**config.mk**
```make
export PLATFORM = sky130hd
export DESIGN_NAME = tts_lane
export DESIGN_NICKNAME = d
export VERILOG_FILES = /design/src/sv/tts_pkg.sv /design/src/sv/tts_div.sv /design/src/sv/tts_lane.sv
export SDC_FILE = /design/constraint.sdc
export NUM_CORES = 2
export LEC_CHECK = 0
export BUFFER_PORTS_ARGS = -buffer_cell sky130_fd_sc_hd__buf_2
export CAP_MARGIN = 20
export CORE_ASPECT_RATIO = 1.1
export CORE_MARGIN = 2
export CORE_UTILIZATION = 60
export CTS_CLUSTER_DIAMETER = 60
export DETAILED_ROUTE_END_ITERATION = 10
export GPL_TIMING_DRIVEN = 0
export PLACE_DENSITY = 0.89
export SLEW_MARGIN = 10
export SYNTH_ARGS = -nofsm -noshare
export SYNTH_HDL_FRONTEND = slang
export SYNTH_SLANG_ARGS = --single-unit
```
**constraint.sdc**
```tcl
create_clock -name clk -period 9.8 [get_ports clk]
set_clock_uncertainty 0.2 [all_clocks]
set_input_delay 1.96 -clock clk [delete_from_list [all_inputs] [get_ports clk]]
set_output_delay 1.96 -clock clk [all_outputs]
set_load 0.01 [all_outputs]
```
**src/sv/tts_pkg.sv**
```systemverilog
// Shared types, sequencer phase codes and helpers for the tilt-to-servo smoother.
package tts_pkg;

  localparam int MOTOR_COUNT = 3;

  localparam logic [8:0]  DT_DEFAULT  = 9'd20;
  localparam logic [31:0] DT_LIMIT    = 32'd500;
  // 4096000 = 2^15 * 125; ceil(2^34 / 125) is exact for dividends below 2^27
  localparam logic [27:0] INTEG_RECIP = 28'd137438954;
  localparam logic [31:0] STEP_HIGH   = 32'd195;
  localparam logic [31:0] STEP_LOW    = 32'd5;
  localparam logic [23:0] POS_TOP     = 24'd25600;
  localparam logic [7:0]  SERVO_TOP   = 8'd200;

  // register indexes
  localparam logic [2:0] REG_DEAD_BAND   = 3'd0;
  localparam logic [2:0] REG_GAIN        = 3'd1;
  localparam logic [2:0] REG_INV_TAU     = 3'd2;
  localparam logic [2:0] REG_JITTER_STEP = 3'd3;
  localparam logic [2:0] REG_IDLE_LIMIT  = 3'd4;

  // sequencer phases
  localparam logic [3:0] S_IDLE     = 4'd0;
  localparam logic [3:0] S_MUL1     = 4'd1;
  localparam logic [3:0] S_MUL2     = 4'd2;
  localparam logic [3:0] S_RECIP    = 4'd3;
  localparam logic [3:0] S_INTEG    = 4'd4;
  localparam logic [3:0] S_FM1      = 4'd5;
  localparam logic [3:0] S_FM2      = 4'd6;
  localparam logic [3:0] S_FILT     = 4'd7;
  localparam logic [3:0] S_COPY     = 4'd8;
  localparam logic [3:0] S_HOLD     = 4'd9;
  localparam logic [3:0] S_DIV_GO   = 4'd10;
  localparam logic [3:0] S_DIV_WAIT = 4'd11;
  localparam logic [3:0] S_CLAMP    = 4'd12;
  localparam logic [3:0] S_OUT      = 4'd13;

  typedef struct packed {
    logic [3:0]  phase;
    logic [8:0]  dt;
    logic [24:0] weight;
    logic [14:0] dead_band;
    logic [15:0] gain;
    logic [15:0] step;
  } tts_ctrl_t;

  typedef struct packed {
    logic       moved;
    logic       busy;
    logic [7:0] servo;
  } tts_stat_t;

  function automatic logic [23:0] sat24(input logic signed [35:0] v);
    logic [23:0] r;
    if (v > 36'sd8388607) r = 24'h7fffff;
    else if (v < -36'sd8388608) r = 24'h800000;
    else r = v[23:0];
    return r;
  endfunction

endpackage

```
**src/sv/tts_div.sv**
```systemverilog
// Restoring serial divider, 32-bit dividend by 16-bit divisor, one bit per cycle.
module tts_div (
  input  logic        clk,
  input  logic        rst,
  input  logic        start,
  input  logic [31:0] dividend,
  input  logic [15:0] divisor,
  output logic        busy,
  output logic [31:0] quotient
);

  logic [15:0] rem;
  logic [31:0] quo;
  logic [15:0] dsr;
  logic [4:0]  cnt;
  logic [16:0] shifted;
  logic [16:0] trial;
  logic        ge;

  assign shifted  = {rem, quo[31]};
  assign trial    = shifted - {1'b0, dsr};
  assign ge       = shifted >= {1'b0, dsr};
  assign quotient = quo;

  always_ff @(posedge clk) begin
    if (rst) begin
      busy <= 1'b0;
      cnt  <= 5'd0;
    end else if (start) begin
      busy <= 1'b1;
      cnt  <= 5'd0;
    end else if (busy) begin
      cnt <= cnt + 5'd1;
      if (cnt == 5'd31) busy <= 1'b0;
    end
  end

  always_ff @(posedge clk) begin
    if (start) begin
      quo <= dividend;
      rem <= 16'd0;
      dsr <= divisor;
    end else if (busy) begin
      rem <= ge ? trial[15:0] : shifted[15:0];
      quo <= {quo[30:0], ge};
    end
  end

endmodule

```
**src/sv/tts_lane.sv**
```systemverilog
// One motor lane: integrator, exponential filter, jitter hold and step quantizer.
module tts_lane (
  input  logic               clk,
  input  logic               rst,
  input  tts_pkg::tts_ctrl_t ctrl,
  input  logic signed [15:0] tilt,
  input  logic               copy_en,
  input  logic [23:0]        copy_pos,
  output logic [23:0]        filt_pos,
  output tts_pkg::tts_stat_t stat
);

  logic [23:0] integ, filt, held;
  logic        act, neg;
  logic [16:0] mag;
  logic [32:0] p1;
  logic [26:0] dvd;
  logic [54:0] rp;
  logic [24:0] fmag;
  logic        fneg;
  logic [37:0] pp;
  logic [49:0] acc;
  logic [7:0]  servo;

  logic signed [16:0] t17, db17;
  logic signed [16:0] exc;
  logic signed [24:0] fdiff, hdiff;
  logic [24:0]        fdmag;
  logic [24:0]        hmag;
  logic [41:0]        p2;
  logic               div_start, div_busy;
  logic [31:0]        div_q, dividend;
  logic [15:0]        divisor;
  logic signed [35:0] isum, fsum;
  logic [35:0]        q36, inc36;
  logic               hi_clamp, lo_clamp;

  assign t17   = {tilt[15], tilt};
  assign db17  = {2'b00, ctrl.dead_band};
  assign exc   = (t17 > db17) ? (t17 - db17) : (t17 + db17);
  assign p2    = p1 * {33'd0, ctrl.dt};
  assign fdiff = {integ[23], integ} - {filt[23], filt};
  assign fdmag = fdiff[24] ? -fdiff : fdiff;
  assign hdiff = {filt[23], filt} - {held[23], held};
  assign hmag  = hdiff[24] ? -hdiff : hdiff;

  assign div_start = (ctrl.phase == tts_pkg::S_DIV_GO);
  assign dividend  = held[23] ? 32'd0 : {8'd0, held};
  assign divisor   = ctrl.step;

  tts_div u_div (
    .clk      (clk),
    .rst      (rst),
    .start    (div_start),
    .dividend (dividend),
    .divisor  (divisor),
    .busy     (div_busy),
    .quotient (div_q)
  );

  assign q36   = {15'd0, rp[54:34]};
  assign isum  = $signed({{12{integ[23]}}, integ}) + (neg ? -$signed(q36) : $signed(q36));
  assign inc36 = {2'b00, acc[49:16]};
  assign fsum  = $signed({{12{filt[23]}}, filt}) + (fneg ? -$signed(inc36) : $signed(inc36));

  assign hi_clamp = !held[23] && (div_q >= tts_pkg::STEP_HIGH);
  assign lo_clamp = held[23] || (div_q <= tts_pkg::STEP_LOW);

  // datapath registers; the divide by 4096000 is a shift by 15 and a reciprocal multiply
  always_ff @(posedge clk) begin
    case (ctrl.phase)
      tts_pkg::S_MUL1:  p1 <= {16'd0, mag} * {17'd0, ctrl.gain};
      tts_pkg::S_MUL2:  dvd <= p2[41:15];
      tts_pkg::S_RECIP: rp <= {28'd0, dvd} * {27'd0, tts_pkg::INTEG_RECIP};
      tts_pkg::S_FM1: begin
        fneg <= fdiff[24];
        fmag <= fdmag;
        pp   <= {13'd0, ctrl.weight} * {25'd0, fdmag[12:0]};
      end
      default: ;
    endcase
  end

  // magnitude of the tilt beyond the dead band
  always_ff @(posedge clk) begin
    if (ctrl.phase == tts_pkg::S_IDLE) begin
      act <= (t17 > db17) || (t17 < -db17);
      neg <= exc[16];
      mag <= exc[16] ? -exc : exc;
    end
  end

  // low 13 bits of the difference first, high part added on the second pass
  always_ff @(posedge clk) begin
    if (ctrl.phase == tts_pkg::S_FM2)
      acc <= {12'd0, pp}
             + ({12'd0, {13'd0, ctrl.weight} * {26'd0, fmag[24:13]}} << 13);
  end

  always_ff @(posedge clk) begin
    if (rst) begin
      integ <= 24'd0;
      filt  <= 24'd0;
      held  <= 24'd0;
      servo <= 8'd0;
    end else begin
      case (ctrl.phase)
        tts_pkg::S_INTEG: if (act) integ <= tts_pkg::sat24(isum);
        tts_pkg::S_FILT:  filt <= tts_pkg::sat24(fsum);
        tts_pkg::S_COPY:  if (copy_en) filt <= copy_pos;
        tts_pkg::S_HOLD:  if (hmag >= {9'd0, ctrl.step}) held <= filt;
        tts_pkg::S_CLAMP: begin
          if (hi_clamp) begin
            integ <= tts_pkg::POS_TOP;
            filt  <= tts_pkg::POS_TOP;
            held  <= tts_pkg::POS_TOP;
            servo <= tts_pkg::SERVO_TOP;
          end else if (lo_clamp) begin
            integ <= 24'd0;
            filt  <= 24'd0;
            held  <= 24'd0;
            servo <= 8'd0;
          end else begin
            servo <= div_q[7:0];
          end
        end
        default: ;
      endcase
    end
  end

  assign filt_pos    = filt;
  assign stat.moved  = act;
  assign stat.busy   = div_busy;
  assign stat.servo  = servo;

endmodule

```
---- Yosys cells after proc, flatten, opt, wreduce, memory -nomap -nowiden ----
Index checks and enable logic that the tools add are counted.
W data, S select, Z words.
cells by class
  $add $sub $neg .......................... 15
  multiply operators ...................... 5
  divide/modulo/power cells ............... 0
  $lt $le $gt $ge ......................... 10
  equal/unequal tests ..................... 16
  shift operators ......................... 0
  muxes and demuxes ....................... 27
  bitwise logic cells ..................... 0
  reduce and logical (&&, ||, !) cells .... 13
operators with widths
  operator                  number
  $mux W24                  10
  $pmux W24 S2              2
  $add A24 B36 Y36          2
  $gt A36 B24 Y1 const B    2
  $lt A36 B24 Y1 const B    2
  $mux W36                  2
  $pmux W24 S3              1
  $mux W32                  2
  $mul A27 B27 Y54 const B  1
  $add A38 B50 Y50          1
  $neg A25 Y25              2
  $sub A24 B24 Y25          2
  $mul A33 B9 Y42           1
  $mul A25 B13 Y38          1
  $mul A25 B12 Y37          1
  $neg A21 Y36              1
  $neg A34 Y36              1
  $mul A17 B16 Y33          1
  $ge A32 B8 Y1 const B     1
  $le A32 B3 Y1 const B     1
  $mux W16                  2
  $ge A25 B16 Y1            1
  $mux W25                  1
  $mux W23                  1
  27 further kinds          44
word-level totals
  bits in registers ....................... 397
  latch bits .............................. 0
  memory bits (writable) .................. 0
  ROM bits ................................ 0
  input bits .............................. 128
  word-level logic and storage cells ...... 107
  memories ................................ 0

---- Depth between registers and ports, before layout ----
  depth after elaboration ................. 8
  gate-level depth with buffers ........... 36
  depth with buffers taken out ............ 35

---- Cells and area by module ----
From an unflattened synthesis, not the netlist that was laid out.
second synthesis, totals
  cell total of the unflattened synthesis .. 7922
  area total of the unflattened synthesis .. 71313.4 um^2
modules (own cells, without submodules)
  module    times used  cells an instance  area an instance (um^2)
  tts_lane  1           7589               67509.7
  tts_div   1           333                3803.6

---- Least setup slack after synthesis ----
Ideal clock, no wire load.
  path type ............................... input port to flip-flop
  start ................................... in ctrl[48] (netlist name)
  end ..................................... reg acc[49] (data pin)
  setup time .............................. 268 ps
  arrival time ............................ 9042 ps
  setup slack ............................. 291 ps
  stages .................................. 29
  cells stage by stage .................... clkbuf_1 nand2_1 fa_1 inv_1 fa_1 fa_1 inv_1 fa_1 inv_1 fa_1 ha_1 a21oi_1 o21ai_1 a2111oi_2 o31a_2 o21bai_1 a21oi_1 xnor2_1 ha_1 nand4_1 a21oi_1 o2111ai_1 nand4b_1 nand3b_4 or4_4 nor3_2 and3_1 and3b_1 xnor3_1
between the ends
  longest elaborated chain between the ends .. 2
RTL lines
  item                    line            text
  start: declaration      tts_lane.sv:5   input tts_pkg::tts_ctrl_t ctrl,
  $mul A25 B12 Y37        tts_lane.sv:97  + ({12'd0, {13'd0, ctrl.weight} * {26'd0, fmag[24:13]}} << 13);
  $add A38 B50 Y50        tts_lane.sv:97
  end signal: assignment  tts_lane.sv:96  acc <= {12'd0, pp}
  end: declaration        tts_lane.sv:22  logic [49:0] acc;
Every way passes these cells.
A chain may end at the register's enable or synchronous reset.

---- Worst setup path after layout ----
  start ................................... in ctrl[50] (netlist name)
  end ..................................... reg acc[49] (data pin)
The elaborated chain is that of the path after synthesis.

==> results.sh <==
export IMPL_post_route_util_pct=64.7
export IMPL_grt_busiest_layer="met2"
export IMPL_antenna_found_initial=21
export IMPL_final_nets=10245
export IMPL_synth_edf_count=220
export IMPL_clock_sinks=322
export IMPL_hpwl_microns=162000
export IMPL_via_per_inst=5.95
export IMPL_synth_adder_area_share_pct=46.7
export IMPL_path_clk_slew_ns=0.06
export IMPL_ff2ff_path_depth=35
export IMPL_worstPathMaxFanout=10
export IMPL_synth_compound_area_share_pct=11.0
export IMPL_synthArstFlopShare_pct=0
export IMPL_num_io_pins=162
export IMPL_first_pass_iters=8
export IMPL_drt_total_wl_microns=196000
export IMPL_ant_nets=0
export IMPL_grt_ovfl_total=0
export IMPL_final_cell_mix="inv_1 (1460), fa_1 (1139), nand2_1 (998)"
export IMPL_cp_startpoint="ctrl[50]"
export IMPL_drv_slew=0
export IMPL_finalSetupViolCount=0
export IMPL_yosysSeqAreaShare_pct=12.2
export IMPL_cp_data_required_time_ns=9.99
export IMPL_port_buffers=150
export IMPL_synth_ff_type="edfxtp_1"
export IMPL_fin_crit_sh_pct=98.2
export IMPL_status="complete, no violations"
export IMPL_hold_viol=0
export IMPL_clockRootBuffer="clkbuf_16"
export IMPL_fmax_ghz=0.104
export IMPL_postSynthCellCount=7914
export IMPL_start_kind="input port"
export IMPL_synth_area_sq_um=71100
export IMPL_synthMuxAreaShare_pct=0.760
export IMPL_cpMostUsedCell="fa_1"
export IMPL_cp_slowest_cell="fa_1"
export IMPL_die_h_microns=365
export IMPL_critPathKind="input port to flop"
export IMPL_end_kind="flop"
export IMPL_synth_xor_area_share_pct=4.35
export IMPL_hold_depth=2
export IMPL_drt_iter0_markers=5221
export IMPL_coreArea_sq_um=118000
export IMPL_n_fill_cell=8999
export IMPL_worst_pin_slew_ns=0.998
export IMPL_crit_arrival_ns=9.81
export IMPL_grt_pass1_wl_microns=313000
export IMPL_vias=57959
export IMPL_synth_warnings=0
export IMPL_grt_pass1_vias=60780
export IMPL_initial_utilization_pct=60.4
export IMPL_area_delta_synth_final_pct=7.19
export IMPL_hp_class="flop to flop"
export IMPL_synthSimpleGateAreaFrac_pct=15.7
export IMPL_synth_top_family_by_area="adder cells"
export IMPL_met3_usage_pct=6.35
export IMPL_grt_usage_pct=32.3
export IMPL_reg2reg_from="filt_pos[1]$_SDFFE_PP0P_"
export IMPL_drive_gt1_share_pct=5.17
export IMPL_gp_congestion=1.01
export IMPL_grt_start_max_net_pins=35
export IMPL_cts_hold_buf=0
export IMPL_maxCapViolations=0
export IMPL_yosysUniqueCellTypes=106
export IMPL_maxSlewHeadroom_pct=32.4
export IMPL_fp_row_count=132
export IMPL_met1_usage_pct=37.9
export IMPL_clockBufferDepth=3
export IMPL_min_delay_start="servo[0]$_SDFFE_PP0P_"
export IMPL_ys_ff_latch=322
export IMPL_clkLatencyLatePin_ns=0.66
export IMPL_htreeDepth=2
export IMPL_max_stage_delay_ns=0.57
export IMPL_final_common_cell="inv_1"
export IMPL_die_w_microns=332
export IMPL_cts_buffers=47
export IMPL_wl_per_cell_microns=20.1
export IMPL_fin_crit_ns=9.62
export IMPL_met2_usage_pct=55.5
export IMPL_syn_area_per_cell_sq_um=8.99
export IMPL_route_detailed_drc=0
export IMPL_syn_nets=10013
export IMPL_cts_tree="yes"
export IMPL_dieArea_sq_um=121000
## metal layers
metal / part of all wire [%] / vias to the layer above / wire length (microns)
met5: 0.057 / - / 111
met4: 7.0 / 18 / 13700
met3: 8.8 / 832 / 17100
met2: 48 / 2895 / 93100
met1: 37 / 28228 / 71400
li1: - / 25986 / -
## kinds of logic (layout without fill, tap and decap cells)
kind of cell / Yosys count / in the layout
AOI/OAI and AO/OA: 1167 / 1167
xor gates and xnor gates: 350 / 350
adders and majority gates: 1971 / 1971
buffers and inverters: 1758 / 2028
DFF: 322 / 322
muxes: 53 / 53
other: 1 / 14
and+or+nand+nor: 2292 / 2292
## Yosys cell counts, drive strengths merged, types with 29 or more instances
master,count,area (sq um)
nand4,51,325
clkbuf,278,1040
xor2,93,822
nand2,1000,3760
nor4,29,188
and2,383,2400
and3,48,300
mux2i,45,450
edfxtp,220,6610
inv,1462,5490
xnor2,256,2250
a211oi,56,420
or3,54,338
o31ai,54,410
o211ai,32,254
nand3,69,345
fa,1139,22800
o21ai,208,1040
a21o,156,1170
a21oi,295,1500
dfxtp,102,2040
ha,832,10400
nand2b,94,588
a31oi,54,338
nor2b,128,801
o21a,86,646
nor3,115,592
nor2,243,920
## sequential cells by signal (all words and copies together), names as in the netlist
register        cells
u_div.cnt           5
p1                 33
pp                 25
filt_pos           24
rp                 21
fneg                1
u_div.rem          16
mag                17
servo               8
held               24
u_div.busy          1
neg                 1
acc                34
dvd                27
u_div.dsr          16
act                 1
fmag               12
integ              24
u_div.quotient     32
## metrics by stage
| stage | TNS (ns) | hold slack (ns) | worst slack, ns | std cells | instance area [sq um] |
|---|---|---|---|---|---|
| 4_1_cts | 0 | 0.254 | 0.00753 | 9716 | 75900 |
| 3_3_place_gp | -23.20 | 0.242 | -1.64 | 9605 | 73800 |
| 5_1_grt | -0.216 | 0.275 | -0.0747 | 9735 | 76200 |
| 3_5_place_dp | -22.42 | 0.246 | -1.67 | 9622 | 74100 |
| 6_report | 0 | 0.251 | 0.176 | 9738 | 76200 |
| 2_1_floorplan | 0 | 0.244 | 0.291 | 7914 | 71100 |
## critical path: cells and delay by family
| family | cells | cell delay, ns |
|---|---|---|
| buffers and inverters | 3 | 0.70 |
| AND/OR/NAND/NOR | 9 | 2.29 |
| adder cells (fa/ha/maj) | 7 | 3.22 |
| XOR/XNOR | 2 | 0.44 |
| AO/OA/AOI/OAI | 6 | 1.18 |
## timing repair
| item | 4_1_cts | 5_1_grt |
|---|---|---|
| buffers inserted | 7 | 10 |
| gates resized for setup | 47 | 79 |
| endpoints found under the setup margin | 26 | 20 |
| pin swaps | 4 | 9 |
## path summary, 6_finish.rpt
check                          endpoint  slack, ns
setup reg to reg       pp[30]$_DFFE_PN_       0.18
hold reg to reg   servo[0]$_SDFFE_PP0P_       0.25
setup / recovery      acc[49]$_DFFE_PN_       0.18
hold / removal    servo[0]$_SDFFE_PP0P_       0.25
## area by class of cell
class                           instances  area [sq um]  share of cell area, %
Multi-Input combinational cell       5834         56200                   73.8
Timing Repair Buffer                  186          1120                   1.47
Clock buffer                           55          1250                   1.64
Clock inverter                         32           334                  0.438
Buffer                                293          1190                   1.57
Inverter                             1462          5490                   7.20
Antenna cell                           13          32.5                 0.0427
Sequential cell                       322          8660                   11.4
Tap cell                             1541          1930                   2.53
Power is not shown: default switching activity piles up to over one toggle a cycle in this logic, so the estimate is an artifact.
